--- src/hw/rtl/gpio_prb_pkg.sv ---
// Package for the GPIO port register block: action codes, latch operation
// codes, value limits and the control struct passed from decode to the port bank.
// No dependencies.
`timescale 1ns / 1ps
`default_nettype none

package gpio_prb_pkg;

  // Widths of the word fields (fixed by the bus format)
  localparam int unsigned ActionW  = 3;
  localparam int unsigned PortW    = 2;
  localparam int unsigned PinW     = 5;
  localparam int unsigned ValueW   = 2;
  localparam int unsigned PadW     = 16;
  localparam int unsigned InDataW  = 32;
  localparam int unsigned OutDataW = 24;

  typedef enum logic [ActionW-1:0] {
    ACT_MODE      = 3'd0,
    ACT_OTYPE     = 3'd1,
    ACT_SPEED     = 3'd2,
    ACT_PULL      = 3'd3,
    ACT_READ_PIN  = 3'd4,
    ACT_LATCH_OP  = 3'd5,
    ACT_SET_RESET = 3'd6
  } gpio_prb_action_e;

  typedef enum logic [ValueW-1:0] {
    LATCH_CLEAR  = 2'd0,
    LATCH_SET    = 2'd1,
    LATCH_TOGGLE = 2'd2
  } gpio_prb_latch_e;

  // Highest legal setting value per action
  localparam logic [ValueW-1:0] LIM_MODE      = 2'd3;
  localparam logic [ValueW-1:0] LIM_OTYPE     = 2'd1;
  localparam logic [ValueW-1:0] LIM_SPEED     = 2'd3;
  localparam logic [ValueW-1:0] LIM_PULL      = 2'd2;
  localparam logic [ValueW-1:0] LIM_READ      = 2'd3;
  localparam logic [ValueW-1:0] LIM_LATCH_OP  = 2'd2;
  localparam logic [ValueW-1:0] LIM_SET_RESET = 2'd1;

  // Decoded item; every strobe is already qualified by ok
  typedef struct packed {
    logic ok;
    logic wr_mode;
    logic wr_otype;
    logic wr_speed;
    logic wr_pull;
    logic wr_latch;
    logic rd_pad;
  } gpio_prb_ctrl_t;

endpackage : gpio_prb_pkg

`default_nettype wire

--- src/hw/rtl/gpio_prb_decode.sv ---
// Item decode: port, pin and value checks, action strobes.
// Depends on gpio_prb_pkg.
`timescale 1ns / 1ps
`default_nettype none

module gpio_prb_decode
  import gpio_prb_pkg::*;
#(
  parameter int unsigned NUM_PORTS           = 3,
  parameter int unsigned PINS_PER_PORT       = 16,
  parameter int unsigned LAST_PORT_FIRST_PIN = 13
) (
  input  wire logic [ActionW-1:0] action_i,
  input  wire logic [PortW-1:0]   port_index_i,
  input  wire logic [PinW-1:0]    pin_index_i,
  input  wire logic [ValueW-1:0]  setting_value_i,
  output gpio_prb_ctrl_t          ctrl_o
);

  logic              port_ok;
  logic              pin_ok;
  logic              last_port_low;
  logic              act_ok;
  logic [ValueW-1:0] limit;
  logic              ok;

  assign port_ok       = 32'(port_index_i) < NUM_PORTS;
  assign pin_ok        = 32'(pin_index_i) < PINS_PER_PORT;
  assign last_port_low = (32'(port_index_i) == NUM_PORTS - 1) &&
                         (32'(pin_index_i) < LAST_PORT_FIRST_PIN);

  always_comb begin
    act_ok = 1'b1;
    case (gpio_prb_action_e'(action_i))
      ACT_MODE:      limit = LIM_MODE;
      ACT_OTYPE:     limit = LIM_OTYPE;
      ACT_SPEED:     limit = LIM_SPEED;
      ACT_PULL:      limit = LIM_PULL;
      ACT_READ_PIN:  limit = LIM_READ;
      ACT_LATCH_OP:  limit = LIM_LATCH_OP;
      ACT_SET_RESET: limit = LIM_SET_RESET;
      default: begin
        limit  = '0;
        act_ok = 1'b0;
      end
    endcase
  end

  assign ok = port_ok && pin_ok && !last_port_low && act_ok && (setting_value_i <= limit);

  always_comb begin
    ctrl_o          = '0;
    ctrl_o.ok       = ok;
    ctrl_o.wr_mode  = ok && (action_i == ACT_MODE);
    ctrl_o.wr_otype = ok && (action_i == ACT_OTYPE);
    ctrl_o.wr_speed = ok && (action_i == ACT_SPEED);
    ctrl_o.wr_pull  = ok && (action_i == ACT_PULL);
    ctrl_o.rd_pad   = ok && (action_i == ACT_READ_PIN);
    ctrl_o.wr_latch = ok && ((action_i == ACT_LATCH_OP) || (action_i == ACT_SET_RESET));
  end

endmodule : gpio_prb_decode

`default_nettype wire

--- src/hw/rtl/gpio_prb_port_bank.sv ---
// Per-port configuration registers and output latches, with the
// read-modify-write of one pin field per step. Depends on gpio_prb_pkg.
`timescale 1ns / 1ps
`default_nettype none

module gpio_prb_port_bank
  import gpio_prb_pkg::*;
#(
  parameter int unsigned NUM_PORTS     = 3,
  parameter int unsigned PINS_PER_PORT = 16
) (
  input  wire logic                clk_i,
  input  wire logic                rst_ni,
  input  wire logic                step_i,
  input  wire gpio_prb_ctrl_t      ctrl_i,
  input  wire logic [PortW-1:0]    port_index_i,
  input  wire logic [PinW-1:0]     pin_index_i,
  input  wire logic [ValueW-1:0]   setting_value_i,
  output logic      [PadW-1:0]     latch_o
);

  localparam int unsigned FieldW = 2 * PINS_PER_PORT;

  logic [FieldW-1:0]        mode_q  [NUM_PORTS];
  logic [FieldW-1:0]        mode_d  [NUM_PORTS];
  logic [PINS_PER_PORT-1:0] otype_q [NUM_PORTS];
  logic [PINS_PER_PORT-1:0] otype_d [NUM_PORTS];
  logic [FieldW-1:0]        speed_q [NUM_PORTS];
  logic [FieldW-1:0]        speed_d [NUM_PORTS];
  logic [FieldW-1:0]        pull_q  [NUM_PORTS];
  logic [FieldW-1:0]        pull_d  [NUM_PORTS];
  logic [PINS_PER_PORT-1:0] latch_q [NUM_PORTS];
  logic [PINS_PER_PORT-1:0] latch_d [NUM_PORTS];

  logic [NUM_PORTS-1:0]     sel;
  logic [PadW-1:0]          pin_oh_full;
  logic [PINS_PER_PORT-1:0] pin_oh;

  assign pin_oh_full = PadW'(1) << pin_index_i[3:0];
  assign pin_oh      = pin_oh_full[PINS_PER_PORT-1:0];

  always_comb begin
    for (int p = 0; p < NUM_PORTS; p++) begin
      sel[p] = (32'(port_index_i) == p);
    end
  end

  always_comb begin
    for (int p = 0; p < NUM_PORTS; p++) begin
      mode_d[p]  = mode_q[p];
      otype_d[p] = otype_q[p];
      speed_d[p] = speed_q[p];
      pull_d[p]  = pull_q[p];
      latch_d[p] = latch_q[p];
      if (step_i && sel[p]) begin
        for (int i = 0; i < PINS_PER_PORT; i++) begin
          if (pin_oh[i]) begin
            if (ctrl_i.wr_mode)  mode_d[p][2*i +: 2]  = setting_value_i;
            if (ctrl_i.wr_speed) speed_d[p][2*i +: 2] = setting_value_i;
            if (ctrl_i.wr_pull)  pull_d[p][2*i +: 2]  = setting_value_i;
            if (ctrl_i.wr_otype) otype_d[p][i]        = setting_value_i[0];
          end
        end
        if (ctrl_i.wr_latch) begin
          case (gpio_prb_latch_e'(setting_value_i))
            LATCH_CLEAR:  latch_d[p] = latch_q[p] & ~pin_oh;
            LATCH_SET:    latch_d[p] = latch_q[p] | pin_oh;
            LATCH_TOGGLE: latch_d[p] = latch_q[p] ^ pin_oh;
            default:      latch_d[p] = latch_q[p];
          endcase
        end
      end
    end
  end

  // Latch after the step; zero when no port matches
  always_comb begin
    latch_o = '0;
    for (int p = 0; p < NUM_PORTS; p++) begin
      if (sel[p]) latch_o = latch_o | PadW'(latch_d[p]);
    end
  end

  always_ff @(posedge clk_i or negedge rst_ni) begin
    if (!rst_ni) begin
      for (int p = 0; p < NUM_PORTS; p++) begin
        mode_q[p]  <= '0;
        otype_q[p] <= '0;
        speed_q[p] <= '0;
        pull_q[p]  <= '0;
        latch_q[p] <= '0;
      end
    end else begin
      for (int p = 0; p < NUM_PORTS; p++) begin
        mode_q[p]  <= mode_d[p];
        otype_q[p] <= otype_d[p];
        speed_q[p] <= speed_d[p];
        pull_q[p]  <= pull_d[p];
        latch_q[p] <= latch_d[p];
      end
    end
  end

  // At most one port addressed by a stepping word
  a_sel_onehot: assert property (@(posedge clk_i) disable iff (!rst_ni)
    step_i |-> $onehot0(sel))
    else $error("more than one port selected");

  // Port 0's latch never moves without a step
  a_latch_hold: assert property (@(posedge clk_i) disable iff (!rst_ni)
    !step_i |=> (latch_q[0] == $past(latch_q[0])))
    else $error("port 0 latch changed without a step");

endmodule : gpio_prb_port_bank

`default_nettype wire

--- src/hw/rtl/gpio_port_register_block.sv ---
// Top level of the GPIO port register block: input register, decode,
// port bank and result register. Depends on gpio_prb_pkg, gpio_prb_decode, gpio_prb_port_bank.
`timescale 1ns / 1ps
`default_nettype none

//  Channel  | Dir | Handshake                     | Word
//  ---------+-----+-------------------------------+------------------------------------------
//  s_axis   | in  | s_axis_tvalid_i/tready_o      | action, port, pin, value, pad levels
//  m_axis   | out | m_axis_tvalid_o/tready_i      | status, pin level, output latch
//
//  One word in, one word out. Two register stages (input, result): a taken word
//  is held in the input stage, then moves to the result stage and shows on m_axis.
//  One word per cycle sustained while m_axis_tready_i stays high, set by the
//  read-modify-write of the port bank.
//  Reset (rst_ni low, asynchronous) empties both stages and clears all port
//  registers and latches.
//  A stalled result holds the result stage; the input stage still takes one
//  more word, after which s_axis_tready_o drops until the result is taken.

module gpio_port_register_block
  import gpio_prb_pkg::*;
#(
  parameter int unsigned NUM_PORTS           = 3,
  parameter int unsigned PINS_PER_PORT       = 16,
  parameter int unsigned LAST_PORT_FIRST_PIN = 13
) (
  input  wire logic                clk_i,
  input  wire logic                rst_ni,
  input  wire logic                s_axis_tvalid_i,
  output logic                     s_axis_tready_o,
  // [2:0] action, [4:3] port_index, [9:5] pin_index, [11:10] setting_value,
  // [27:12] pad_levels, [31:28] zero
  input  wire logic [InDataW-1:0]  s_axis_tdata_i,
  output logic                     m_axis_tvalid_o,
  input  wire logic                m_axis_tready_i,
  // [0] status, [1] pin_level, [17:2] output_latch, [23:18] zero
  output logic [OutDataW-1:0]      m_axis_tdata_o
);

  // Input stage
  logic               in_valid_q;
  logic [ActionW-1:0] action_q;
  logic [PortW-1:0]   port_q;
  logic [PinW-1:0]    pin_q;
  logic [ValueW-1:0]  value_q;
  logic [PadW-1:0]    pads_q;

  // Result stage
  logic               out_valid_q;
  logic               status_q;
  logic               level_q;
  logic [PadW-1:0]    latch_q;

  logic               advance;
  logic               in_take;
  gpio_prb_ctrl_t     ctrl;
  logic [PadW-1:0]    latch_after;
  logic               level;

  // Word moves from input to result stage when result slot is free or draining
  assign advance         = in_valid_q && (!out_valid_q || m_axis_tready_i);
  assign s_axis_tready_o = !in_valid_q || advance;
  assign in_take         = s_axis_tvalid_i && s_axis_tready_o;

  always_ff @(posedge clk_i or negedge rst_ni) begin
    if (!rst_ni) begin
      in_valid_q <= 1'b0;
    end else if (s_axis_tready_o) begin
      in_valid_q <= s_axis_tvalid_i;
    end
  end

  always_ff @(posedge clk_i) begin
    if (in_take) begin
      action_q <= s_axis_tdata_i[2:0];
      port_q   <= s_axis_tdata_i[4:3];
      pin_q    <= s_axis_tdata_i[9:5];
      value_q  <= s_axis_tdata_i[11:10];
      pads_q   <= s_axis_tdata_i[27:12];
    end
  end

  gpio_prb_decode #(
    .NUM_PORTS          (NUM_PORTS),
    .PINS_PER_PORT      (PINS_PER_PORT),
    .LAST_PORT_FIRST_PIN(LAST_PORT_FIRST_PIN)
  ) u_decode (
    .action_i       (action_q),
    .port_index_i   (port_q),
    .pin_index_i    (pin_q),
    .setting_value_i(value_q),
    .ctrl_o         (ctrl)
  );

  gpio_prb_port_bank #(
    .NUM_PORTS    (NUM_PORTS),
    .PINS_PER_PORT(PINS_PER_PORT)
  ) u_port_bank (
    .clk_i          (clk_i),
    .rst_ni         (rst_ni),
    .step_i         (advance),
    .ctrl_i         (ctrl),
    .port_index_i   (port_q),
    .pin_index_i    (pin_q),
    .setting_value_i(value_q),
    .latch_o        (latch_after)
  );

  assign level = ctrl.rd_pad & pads_q[pin_q[3:0]];

  always_ff @(posedge clk_i or negedge rst_ni) begin
    if (!rst_ni) begin
      out_valid_q <= 1'b0;
    end else if (advance) begin
      out_valid_q <= 1'b1;
    end else if (m_axis_tready_i) begin
      out_valid_q <= 1'b0;
    end
  end

  always_ff @(posedge clk_i) begin
    if (advance) begin
      status_q <= !ctrl.ok;
      level_q  <= level;
      latch_q  <= latch_after;
    end
  end

  assign m_axis_tvalid_o = out_valid_q;
  assign m_axis_tdata_o  = {6'b0, latch_q, level_q, status_q};

  // A waiting input word is never dropped
  a_in_hold: assert property (@(posedge clk_i) disable iff (!rst_ni)
    in_valid_q && !advance |=> in_valid_q)
    else $error("input word lost while stalled");

  // Every word moved on shows up as a result
  a_out_fill: assert property (@(posedge clk_i) disable iff (!rst_ni)
    advance |=> out_valid_q)
    else $error("result stage empty after advance");

  // A rejected word never reports a pad level
  a_reject_level: assert property (@(posedge clk_i) disable iff (!rst_ni)
    out_valid_q && status_q |-> !level_q)
    else $error("pin level set on rejected word");

  // Both stages full and output stalled: no more words taken
  a_full_stall: assert property (@(posedge clk_i) disable iff (!rst_ni)
    in_valid_q && out_valid_q && !m_axis_tready_i |-> !s_axis_tready_o)
    else $error("ready high with both stages full");

endmodule : gpio_port_register_block

`default_nettype wire
--- config.mk ---
export PLATFORM = sky130hd
export DESIGN_NAME = gpio_port_register_block
export DESIGN_NICKNAME = d
export VERILOG_FILES = /design/src/hw/rtl/gpio_prb_pkg.sv /design/src/hw/rtl/gpio_prb_decode.sv /design/src/hw/rtl/gpio_prb_port_bank.sv /design/src/hw/rtl/gpio_port_register_block.sv
export SDC_FILE = /design/constraint.sdc
export NUM_CORES = 1
export LEC_CHECK = 0
export BUFFER_PORTS_ARGS = -buffer_cell sky130_fd_sc_hd__buf_2
export CORE_UTILIZATION = 45
export CTS_CLUSTER_SIZE = 10
export DETAILED_ROUTE_END_ITERATION = 8
export PLACE_DENSITY_LB_ADDON = 0.2
export SKIP_CTS_REPAIR_TIMING = 1
export SLEW_MARGIN = 5
export SYNTH_ARGS = -nofsm -noshare
export SYNTH_HDL_FRONTEND = slang
export SYNTH_HIERARCHICAL = 1
export SYNTH_SLANG_ARGS = --single-unit
--- constraint.sdc ---
create_clock -name clk_i -period 3 [get_ports clk_i]
set_input_delay 0.3 -clock clk_i [delete_from_list [all_inputs] [get_ports clk_i]]
set_output_delay 0.3 -clock clk_i [all_outputs]
set_load 0.05 [all_outputs]
== Yosys cells after proc, flatten, opt, wreduce, memory -nomap -nowiden ==
Cells that the tools add are included.
Word-level totals
  register bits after elaboration: 96
  word-level logic and storage cells: 87
Operators by class
  reductions and logical operators: 27
  equality and inequality tests: 10
  multiplexer cells: 18
  bitwise operators: 13
  shifts and indexed selects: 1
  magnitude comparators: 5
Operator list (count)
  two-way mux 16 bit: 9
  case mux 16 bit (3 select lines): 3
  bitwise OR 16 bit: 5
  AND 16 bit: 3
  bitwise XOR 16 bit: 3
  NOT 16 bit: 1
  << shifter 1 x 4 -> 16 bit (first input constant): 1
  logical AND 1 bit: 12
  == test 3 bit (second input constant): 3
  OR reduction 7 bit: 1
  == test 3 x 2 -> 1 bit (second input constant): 2
  case mux 2 bit (3 select lines): 1
  < comparator 4 x 5 -> 1 bit (second input constant): 1
  < comparator 5 x 4 -> 1 bit (second input constant): 1
  < comparator 5 bit (second input constant): 1
  binary-select mux 1 bit (select 4 bit): 1
  == test 2 x 1 -> 1 bit (second input constant): 2
  == test 2 bit (second input constant): 2
  logical NOT 1 bit: 4
  logical NOT 2 bit: 2
  two-way mux 1 bit: 4
  OR reduction 2 bit: 2
  == test 3 x 1 -> 1 bit (second input constant): 1
  logical NOT 3 bit: 1
  6 further kinds: 8

== Logic depth before layout (Yosys ltp) ==
Gate-level depths: netlist of the first run.
  depth after elaboration: 14
  depth in mapped cells: 14
  mapped depth without buffers: 11

== Modules after synthesis ==
Netlist of the first run, hierarchy kept.
By module, submodules not included
  gpio_prb_port_bank: instances 1, area each 5192.5 um2, cells each 591, sequential area each 1201.2 um2
  gpio_port_register_block: instances 1, area each 1694.1 um2, cells each 81, sequential area each 1431.4 um2
  gpio_prb_decode: instances 1, area each 202.7 um2, cells each 32, sequential area each 0.0 um2

== Worst setup path after synthesis of the first run ==
OpenSTA, ideal clock, no wires.
  path type: reg-to-reg
  start: reg action_q[1]
  end: reg latch_q[12] (netlist name)
  data arrival time: 2.478 ns
  clock period less this slack: 2.737 ns
  path buffers: 2
  slack: 0.263 ns
  cell stages (with the launch flop): 14
  data required time: 2.741 ns
  cell sequence: edfxtp_1 buf_2 nor2_1 nand2_1 nand2_1 ha_1 nor2b_1 a2bb2oi_2 nor4_1 nand2_1 buf_2 nor3_2 a211oi_1 a211o_1
RTL lines
  start, declared: line gpio_port_register_block.sv:42  | logic [ActionW-1:0] action_q;
  start signal, assigned: line gpio_port_register_block.sv:75  | action_q <= s_axis_tdata_i[2:0];

==> flow_summary_export.csv, run 1 <==
group,metric,value,unit
yosys,syn_area,7040,um^2
clocking,htreeDepth,3,
placed_design,gp_congestion,0.757,
cells_and_area,diodes,0,
run,cap_viol_max_count,0,
clocking,clock_tree.buffer_depth,2,
die,die_w,127,um
timing,rsz0062_at_grt,"false",
power_and_ir_drop,irDropWorstVdd,0.000289,V
worst_setup_path,worstPathArrival,2870,ps
global_routing,antenna_found_initial,0,
timing,worstMarginPinSlew,931,ps
timing,fin_skew,6.72,ps
hold_path,hold_path.class,"input port to flip-flop",
placed_design,io_buffers,51,
status,outcome,"finished, final reports clean",
yosys,syn_area_per_cell,10.1,um^2
placed_design,dpl_cell_area,7530,um^2
global_routing,groute.usage.overall,22.3,%
worst_setup_path,cp_slowest_cell,"edfxtp_1",
die,pin_count,62,
power_and_ir_drop,power,0.00359,W
worst_setup_path,cp_max_fo,6,
routing,wl_per_cell,17.8,um
timing,timing.final.ws_setup,205,ps
routing,drt-initial-drc-count,354,
die,start_util,46.2,%
routing,drt_pass1_iterations,5,
global_routing,grt_max_degree,100,
placed_design,dp_hpwl,11.4,mm
die,core_area,15300,um^2
clocking,path_clk_slew,70,ps
cells_and_area,design_area,7850,um^2
die,die_y,127,um
die,die_area,16200,um^2
routing,wl,17.0,mm
timing,timing.fmax,358,MHz
timing,relSlewSlack,37.9,%
cells_and_area,drive_gt1_share,18.1,%
timing,fin_crit_sh,93.2,%
timing,hold_viol,0,
worst_setup_path,crit_path_cell_trace,"nor2_1 -> nand2_1 -> nand2_1 -> ha_1 -> nor2b_1 -> a2bb2oi_2 -> nor4_4 -> and2_2 -> nand3_2 -> buf_4 -> o31ai_1 -> o211ai_1",
worst_setup_path,critPathLaunchType,"flip-flop",
routing,drc,0,
timing,final_max_slew_viol_count,0,
clocking,cts_tree,"done",
cells_and_area,multi_input_area,3880,um^2
global_routing,grt_pass1_wl,28.0,mm
yosys,synth_warnings,6,
cells_and_area,fillers,1353,
worst_setup_path,endpoint_kind,"flip-flop",
timing,period_minus_slack,2790,ps
die,fp-row-count,45,
power_and_ir_drop,leakage,3.27,nW
worst_setup_path,path_common_cell,"nand2_1",
routing,routed-via-count,5413,
clocking,clock-root-buffer,"clkbuf_16",
cells_and_area,area_growth,11.5,%
worst_setup_path,max_stage_delay,410,ps
clocking,cts-buffers-inserted,9,
clocking,cts_sinks,96,
global_routing,gr-total-overflow,0,
routing,antenna_left,0,
timing,finalSetupViolations,0,
power_and_ir_drop,p_per_area,458,nW/um^2
cells_and_area,seqCellArea,2630,um^2
cells_and_area,fin_nets,874,
global_routing,grt_pass1_vias,5635,
clocking,insertion_delay,350,ps
routing,via_per_inst,5.66,
yosys,syn-instance-count,695,
worst_setup_path,critPathRequiredTime,3070,ps
worst_setup_path,critPathKind,"flip-flop to flip-flop",
placed_design,post-place-ws,-111,ps
==> power breakdown <==
part,internal [W],switching (W),total (W)
clock,0.000560,0.000513,0.00107
sequential,0.00152,0.0000702,0.00159
combinational,0.000355,0.000574,0.000929
==> cells in the final DEF (no fill, tap or decap), drive strengths merged, types with 8 or more instances in the layout <==
master	n
nor2b	15
ha	98
a31oi	12
nand2b	34
o211ai	37
a32o	25
o31ai	44
or2	32
clkbuf	10
a21oi	20
edfxtp	46
dfrtp	50
nand2	53
o21a	22
mux2i	8
nand3	11
buf	85
and2	18
inv	64
==> layer usage <==
metal	GRT usage, %	wire length [um]	up-vias
met5	0	0	-
met4	9.52	418	0
met3	3.64	814	29
met2	38.8	8300	135
met1	27.5	7450	2663
li1	-	-	2586
==> cell type report <==
class	count	share of cell area [%]
clock buffers	10	2.92
clock inverters	6	0.462
inverters	64	3.06
multi-input cells	483	49.4
flip-flops and latches	96	33.5
well taps	211	3.36
repair buffers	86	7.27
==> state kept, by name, summed over array words and instances (netlist names) <==
| name | flops |
|---|---|
| action_q | 3 |
| in_valid_q | 1 |
| level_q | 1 |
| value_q | 2 |
| u_port_bank/latch_q | 48 |
| status_q | 1 |
| latch_q | 16 |
| pads_q | 16 |
| m_axis_tvalid_o | 1 |
| pin_q | 5 |
| port_q | 2 |
==> final timing paths <==
check | startpoint | to | slack [ps] | cells past startpoint
hold reg to reg | in_valid_q$_DFFE_PN0P_ | m_axis_tvalid_o$_DFFE_PN0P_ | 490 | 1
max in group asynchronous | rst_ni | u_port_bank/latch_q[42]$_DFF_PN0_ | 1660 | 3
min in group asynchronous | rst_ni | u_port_bank/latch_q[20]$_DFF_PN0_ | 460 | 2
hold / removal | s_axis_tdata_i[3] | port_q[0]$_DFFE_PP_ | 120 | 1
setup reg to reg | action_q[2]$_DFFE_PP_ | latch_q[0]$_DFFE_PP_ | 210 | 12
setup / recovery | action_q[2]$_DFFE_PP_ | latch_q[0]$_DFFE_PP_ | 210 | 12
==> worst max-delay path, delay by kind of cell (launching register included) <==
kind	cells	cell delay [ps]
AO/OA/AOI/OAI	3	640
adder cells (fa/ha/maj)	1	240
buffers and inverters	1	200
flip-flops	1	410
AND/OR/NAND/NOR	7	1020
==> through the flow <==
stage          TNS [ps]  util (%)  instances  hold slack, ps
3_3_place_gp       -628      49.4        939             300
6_report              0      51.5        956             116
5_1_grt               0      51.5        956             104
4_1_cts            -550      51.1        955           -69.7
3_5_place_dp      -1070      49.4        939             311
2_1_floorplan         0         -        700            4.41
Power figures use the tool's default switching activity.
==> run 2, diff against run 1 <==
--- a/config.mk
+++ b/config.mk
@@ -10,6 +10,7 @@
 export CTS_CLUSTER_SIZE = 10
 export DETAILED_ROUTE_END_ITERATION = 8
 export PLACE_DENSITY_LB_ADDON = 0.2
+export REMOVE_ABC_BUFFERS = 1
 export SKIP_CTS_REPAIR_TIMING = 1
 export SLEW_MARGIN = 5
 export SYNTH_ARGS = -nofsm -noshare
==> constraint.sdc (replaced) <==
create_clock -name clk_i -period 2.85 [get_ports clk_i]
set_input_delay 0.285 -clock clk_i [delete_from_list [all_inputs] [get_ports clk_i]]
set_output_delay 0.285 -clock clk_i [all_outputs]
set_load 0.05 [all_outputs]
==> run 2 against run 1 <==
Effect of this change: the run now ends with hold timing left; worst setup slack worse by 84 ps; global-route usage increased by 0.47 points; sequential power up 6%; wire length up 2.8%; first-iteration DRC count decreased by 14%; sequential share of layout area is 1.3 points lower; die area is the same; non-clock buffer count grew 27; clock power increased by 25%; final area up 4.1%; sequential cell count unchanged; count of clock-buffer cells in the layout unchanged; largest power group unchanged.
==> flow_summary_export.csv, run 2 (synthesis gave the netlist of run 1 again) <==
group,metric,value,unit
worst_setup_path,reg2reg_setup_slack,120,ps
timing,fin_skew,11.2,ps
routing,drc,0,
clocking,insertion_delay,360,ps
worst_setup_path,endpoint,"latch_q[8]$_DFFE_PP_",
die,fp-row-count,45,
status,outcome,"finished with violations",
die,die_w,127,um
timing,timing.fmax,366,MHz
worst_setup_path,endpoint_kind,"flip-flop",
global_routing,met3_usage,3.89,%
global_routing,grt_max_degree,100,
timing,timing.final.ws_setup,121,ps
worst_setup_path,timing.rr.start,"action_q[2]$_DFFE_PP_",
die,pin_count,62,
worst_setup_path,worstPathArrival,2900,ps
clocking,cts_sinks,96,
placed_design,gp_congestion,0.776,
global_routing,antenna_found_initial,0,
cells_and_area,diodes,0,
cells_and_area,largest_reg_flops,48,
timing,hold_ws,-35.4,ps
cells_and_area,drive_gt1_share,22.4,%
cells_and_area,final_cell_mix,"ha_1 (98), inv_1 (63), buf_4 (55)",
routing,routed-via-count,5553,
power_and_ir_drop,irDropWorstVdd,0.000314,V
global_routing,grt_pass1_vias,5868,
routing,wl,17.5,mm
timing,worstMarginPinSlew,678,ps
cells_and_area,final_common_cell,"ha_1",
status,failed_checks,"hold timing",
worst_setup_path,startpoint,"action_q[2]$_DFFE_PP_",
clocking,cts_tree,"done",
die,die_area,16200,um^2
power_and_ir_drop,leakage,3.44,nW
clocking,clock-root-buffer,"clkbuf_16",
timing,hold_viol,24,
placed_design,post-place-ws,-79.4,ps
timing,rsz0062_at_grt,"true",
worst_setup_path,r2r_cells,13,
clocking,clock_tree.buffer_depth,2,
worst_setup_path,critPathLaunchType,"flip-flop",
power_and_ir_drop,p_per_area,496,nW/um^2
worst_setup_path,critPathRequiredTime,3020,ps
die,core_area,15300,um^2
routing,antenna_left,0,
timing,relSlewSlack,54.8,%
run,cap_viol_max_count,0,
placed_design,dp_hpwl,11.5,mm
die,die_y,127,um
worst_setup_path,critPathKind,"flip-flop to flip-flop",
global_routing,grt_util_met2,40.5,%
timing,finalSetupViolations,0,
cells_and_area,largest_registers,"u_port_bank/latch_q x48, latch_q x16, pads_q x16",
cells_and_area,regMostFlops,"u_port_bank/latch_q",
routing,wl_per_cell,17.8,um
routing,drt-initial-drc-count,305,
worst_setup_path,cp_max_fo,14,
cells_and_area,fin_nets,901,
routing,drt_pass1_iterations,5,
timing,tns,0,ps
timing,final_max_slew_viol_count,0,
hold_path,hold_path.class,"input port to asynchronous set/reset pin",
worst_setup_path,timing.rr.end,"latch_q[8]$_DFFE_PP_",
routing,via_per_inst,5.65,
clocking,path_clk_slew,70,ps
timing,fin_crit_sh,95.7,%
global_routing,grt.busiest_layer,"met2",
die,start_util,46.2,%
cells_and_area,area_growth,16.1,%
clocking,cts-buffers-inserted,9,
global_routing,grt_pass1_wl,28.7,mm
global_routing,groute.usage.overall,22.8,%
cells_and_area,fillers,1369,
global_routing,gr-total-overflow,0,
placed_design,io_buffers,51,
global_routing,met1_usage,27.3,%
clocking,htreeDepth,3,
timing,period_minus_slack,2730,ps
==> run 2: cell count changes in the layout (fill, tap and decap cells not counted), sizes merged <==
cell / change
bufinv: +2
dlygate4sd3: -1
buf: +28
clkinv: -2
==> run 2: metrics by stage <==
| stage | utilization [%] | instances | instance area (um^2) | hold WS, ps | total power (W) |
|---|---|---|---|---|---|
| floorplan | - | 643 | 6710 | -10.6 | 0.00238 |
| finish | 53.6 | 983 | 8180 | -35.4 | 0.00405 |
| global route | 53.6 | 983 | 8180 | 9.29 | 0.00428 |
| detailed placement | 50.9 | 967 | 7770 | 377 | 0.00271 |
| global placement | 50.9 | 967 | 7770 | 366 | 0.00264 |
| CTS | 53.0 | 983 | 8090 | -8.93 | 0.00407 |
==> run 2: worst max-delay path, cell delays in order (launching register included) <==
cell and delay (ps):
edfxtp_1 420, nor2_1 120, nand2_1 70, nand2_1 70, ha_1 240, nor2b_1 140, a2bb2oi_2 140, nor4_2 190
nand2_1 140, buf_12 180, buf_4 190, o31ai_1 350, o211ai_1 160, o211ai_1 140
==> run 2: worst min path at each step <==
stage / startpoint / end / slack, ps / cells past startpoint
floorplan: rst_ni / in_valid_q$_DFFE_PN0P_ / -10 / 0
global route: rst_ni / u_port_bank/latch_q[18]$_DFF_PN0_ / 9 / 1
detailed placement: rst_ni / m_axis_tvalid_o$_DFFE_PN0P_ / 380 / 1
finish: rst_ni / m_axis_tvalid_o$_DFFE_PN0P_ / -40 / 1
CTS: rst_ni / u_port_bank/latch_q[18]$_DFF_PN0_ / -9 / 1
global placement: rst_ni / m_axis_tvalid_o$_DFFE_PN0P_ / 370 / 1
==> run 2: area by class of cell <==
| cell class | count | area [um^2] | share of cell area [%] |
|---|---|---|---|
| clock buffers | 10 | 229 | 2.80 |
| clock inverters | 6 | 93.8 | 1.15 |
| inverters | 64 | 240 | 2.94 |
| multi-input cells | 483 | 3920 | 47.9 |
| flip-flops and latches | 96 | 2630 | 32.2 |
| well taps | 211 | 264 | 3.23 |
| repair buffers | 113 | 800 | 9.78 |
==> run 2: where the power goes <==
group	internal, W	switching, W
sequential	0.00160	0.0000818
clock	0.000777	0.000567
combinational	0.000414	0.000613
total	0.00279	0.00126
==> run 2: layer usage <==
metal  up-vias  wire, um  part of all wire (%)
met5         -         0                     0
met4         0       439                   2.5
met3        35       788                   4.5
met2       140      8890                    51
met1      2743      7350                    42
li1       2635         -                     -
==> run 3, diff against run 2 <==
--- a/config.mk
+++ b/config.mk
@@ -6,7 +6,9 @@
 export NUM_CORES = 1
 export LEC_CHECK = 0
 export BUFFER_PORTS_ARGS = -buffer_cell sky130_fd_sc_hd__buf_2
+export CORE_MARGIN = 8
 export CORE_UTILIZATION = 45
+export CTS_CLUSTER_DIAMETER = 100
 export CTS_CLUSTER_SIZE = 10
 export DETAILED_ROUTE_END_ITERATION = 8
 export PLACE_DENSITY_LB_ADDON = 0.2
==> run 3 against run 2 <==
Effect of this change: the run now ends clean; core utilization rose by 0.90 points; final area rose by 1.7%; total power fell by 4.7%; sequential share of layout area fell by 0.53 points; non-clock buffer count fell by 1; count of clock-buffer cells in the layout rose by 1; fmax fell by 2.4%; final cell count fell by 0.10%; clock skew fell by 3.5 ps; critical path depth fell by 1; combinational power barely moved; critical path type unchanged; highest routed layer unchanged.
==> flow_summary_export.csv, run 3 (synthesis gave the netlist of run 1 again) <==
group,metric,value,unit
timing,period_minus_slack,2800,ps
clocking,htreeDepth,3,
global_routing,antenna_found_initial,0,
cells_and_area,final_cell_mix,"ha_1 (97), inv_1 (63), nand2_1 (51), buf_2 (51), dfrtp_1 (50)",
timing,rsz0062_at_grt,"true",
timing,timing.fmax,358,MHz
timing,timing.final.ws_setup,53.5,ps
global_routing,grt_max_degree,100,
power_and_ir_drop,intPower,0.00262,W
timing,tns,0,ps
worst_setup_path,cp_max_fo,9,
die,die_area,19900,um^2
placed_design,gp_congestion,0.803,
power_and_ir_drop,share_comb_of_total_power,27.4,%
power_and_ir_drop,p_per_area,465,nW/um^2
routing,antenna_left,0,
timing,worstMarginPinSlew,921,ps
cells_and_area,final_common_cell,"ha_1",
global_routing,grt_util_met2,32.2,%
cells_and_area,largest_reg_flops,48,
die,fp-row-count,45,
status,outcome,"finished, final reports clean",
clocking,cts_tree,"done",
routing,routed-via-count,5573,
die,core_area,15300,um^2
cells_and_area,final_core_util,54.5,%
routing,via_per_inst,5.68,
routing,drt_pass1_iterations,5,
timing,finalSetupViolations,0,
power_and_ir_drop,p_switching,0.00125,W
worst_setup_path,critPathKind,"flip-flop to flip-flop",
placed_design,dp_hpwl,11.5,mm
power_and_ir_drop,clkPwrFrac,29.1,%
cells_and_area,diodes,0,
cells_and_area,fin_nets,900,
global_routing,gr-total-overflow,0,
hold_path,hold_path.class,"input port to asynchronous set/reset pin",
die,die_y,141,um
clocking,cts-buffers-inserted,9,
placed_design,io_buffers,51,
routing,drt-initial-drc-count,359,
worst_setup_path,critPathRequiredTime,2940,ps
cells_and_area,largest_registers,"u_port_bank/latch_q x48, latch_q x16, pads_q x16",
die,pin_count,62,
clocking,cts_sinks,96,
timing,fin_crit_sh,98.1,%
global_routing,grt_pass1_wl,29.1,mm
power_and_ir_drop,leakage,3.46,nW
die,die_w,141,um
timing,final_max_slew_viol_count,0,
global_routing,groute.usage.overall,18.1,%
power_and_ir_drop,irDropWorstVdd,0.000352,V
routing,wl,17.9,mm
routing,drc,0,
clocking,clock-root-buffer,"clkbuf_16",
placed_design,post-place-ws,-157,ps
cells_and_area,area_growth,18.1,%
global_routing,grt_pass1_vias,5973,
global_routing,grt.busiest_layer,"met2",
power_and_ir_drop,p_sw_share,32.3,%
clocking,path_clk_slew,70,ps
timing,hold_ws,70.0,ps
cells_and_area,drive_gt1_share,24.0,%
timing,relSlewSlack,38.6,%
cells_and_area,fillers,1334,
routing,wl_per_cell,18.2,um
run,cap_viol_max_count,0,
global_routing,met1_usage,21.0,%
timing,hold_viol,0,
worst_setup_path,endpoint_kind,"flip-flop",
cells_and_area,regMostFlops,"u_port_bank/latch_q",
global_routing,met3_usage,2.77,%
worst_setup_path,worstPathArrival,2890,ps
die,start_util,46.2,%
clocking,insertion_delay,340,ps
power_and_ir_drop,pwr-share-seq,43.5,%
worst_setup_path,critPathLaunchType,"flip-flop",
timing,fin_skew,7.75,ps
clocking,clock_tree.buffer_depth,2,
run 3: cell types whose count changed in the layout (fill, tap and decap cells not counted), sizes merged:
| cell | previous run | this run |
|---|---|---|
| buf | 113 | 111 |
| clkbuf | 10 | 12 |
| bufinv | 2 | 0 |
| clkinvlp | 1 | 2 |
run 3: cell type report:
class | instances | area, um^2 | area share, %
multi-input cells | 483 | 4090 | 49.1
inverters | 64 | 240 | 2.89
flip-flops and latches | 96 | 2630 | 31.7
clock inverters | 5 | 33.8 | 0.406
well taps | 211 | 264 | 3.18
repair buffers | 112 | 825 | 9.92
clock buffers | 11 | 233 | 2.80
run 3: power by group through the flow:
stage          registers (W)  logic, W  clock network [W]
2_1_floorplan        0.00180  0.000581                  0
3_3_place_gp         0.00170  0.000930                  0
3_5_place_dp         0.00171  0.000981                  0
4_1_cts              0.00168  0.000988            0.00117
5_1_grt              0.00170   0.00118            0.00121
6_report             0.00168   0.00106            0.00113
run 3: worst paths after layout:
kind | from | endpoint | slack, ps | cells after the start
max | action_q[2]$_DFFE_PP_ | latch_q[14]$_DFFE_PP_ | 50 | 12
min | rst_ni | u_port_bank/latch_q[23]$_DFF_PN0_ | 70 | 1
max reg2reg | action_q[2]$_DFFE_PP_ | latch_q[14]$_DFFE_PP_ | 50 | 12
min reg2reg | in_valid_q$_DFFE_PN0P_ | m_axis_tvalid_o$_DFFE_PN0P_ | 490 | 1
max in group asynchronous | rst_ni | u_port_bank/latch_q[40]$_DFF_PN0_ | 2030 | 2
min in group clk_i | s_axis_tdata_i[27] | pads_q[15]$_DFFE_PP_ | 110 | 1
run 3: layer usage:
metal	up-vias	routed length (um)
li1	2642	-
met1	2732	7850
met2	162	8860
met3	37	814
met4	0	346
met5	-	0
run 3: stage by stage:
stage | instances | power, W | area, um^2
after floorplan | 643 | 0.00238 | 6710
after global placement | 961 | 0.00263 | 7720
after detailed placement | 961 | 0.00269 | 7720
after CTS | 977 | 0.00384 | 7990
after global routing | 982 | 0.00409 | 8310
final | 982 | 0.00386 | 8310
run 3: worst max-delay path, cell delays in order, from the launching register on:
cell,delay [ps]
edfxtp_1,400
buf_4,160
o21ai_0,200
ha_1,280
a2bb2oi_2,210
nor4_2,60
buf_4,150
and2_4,170
buf_6,120
buf_4,170
a31oi_1,180
a31oi_1,90
a211o_1,350
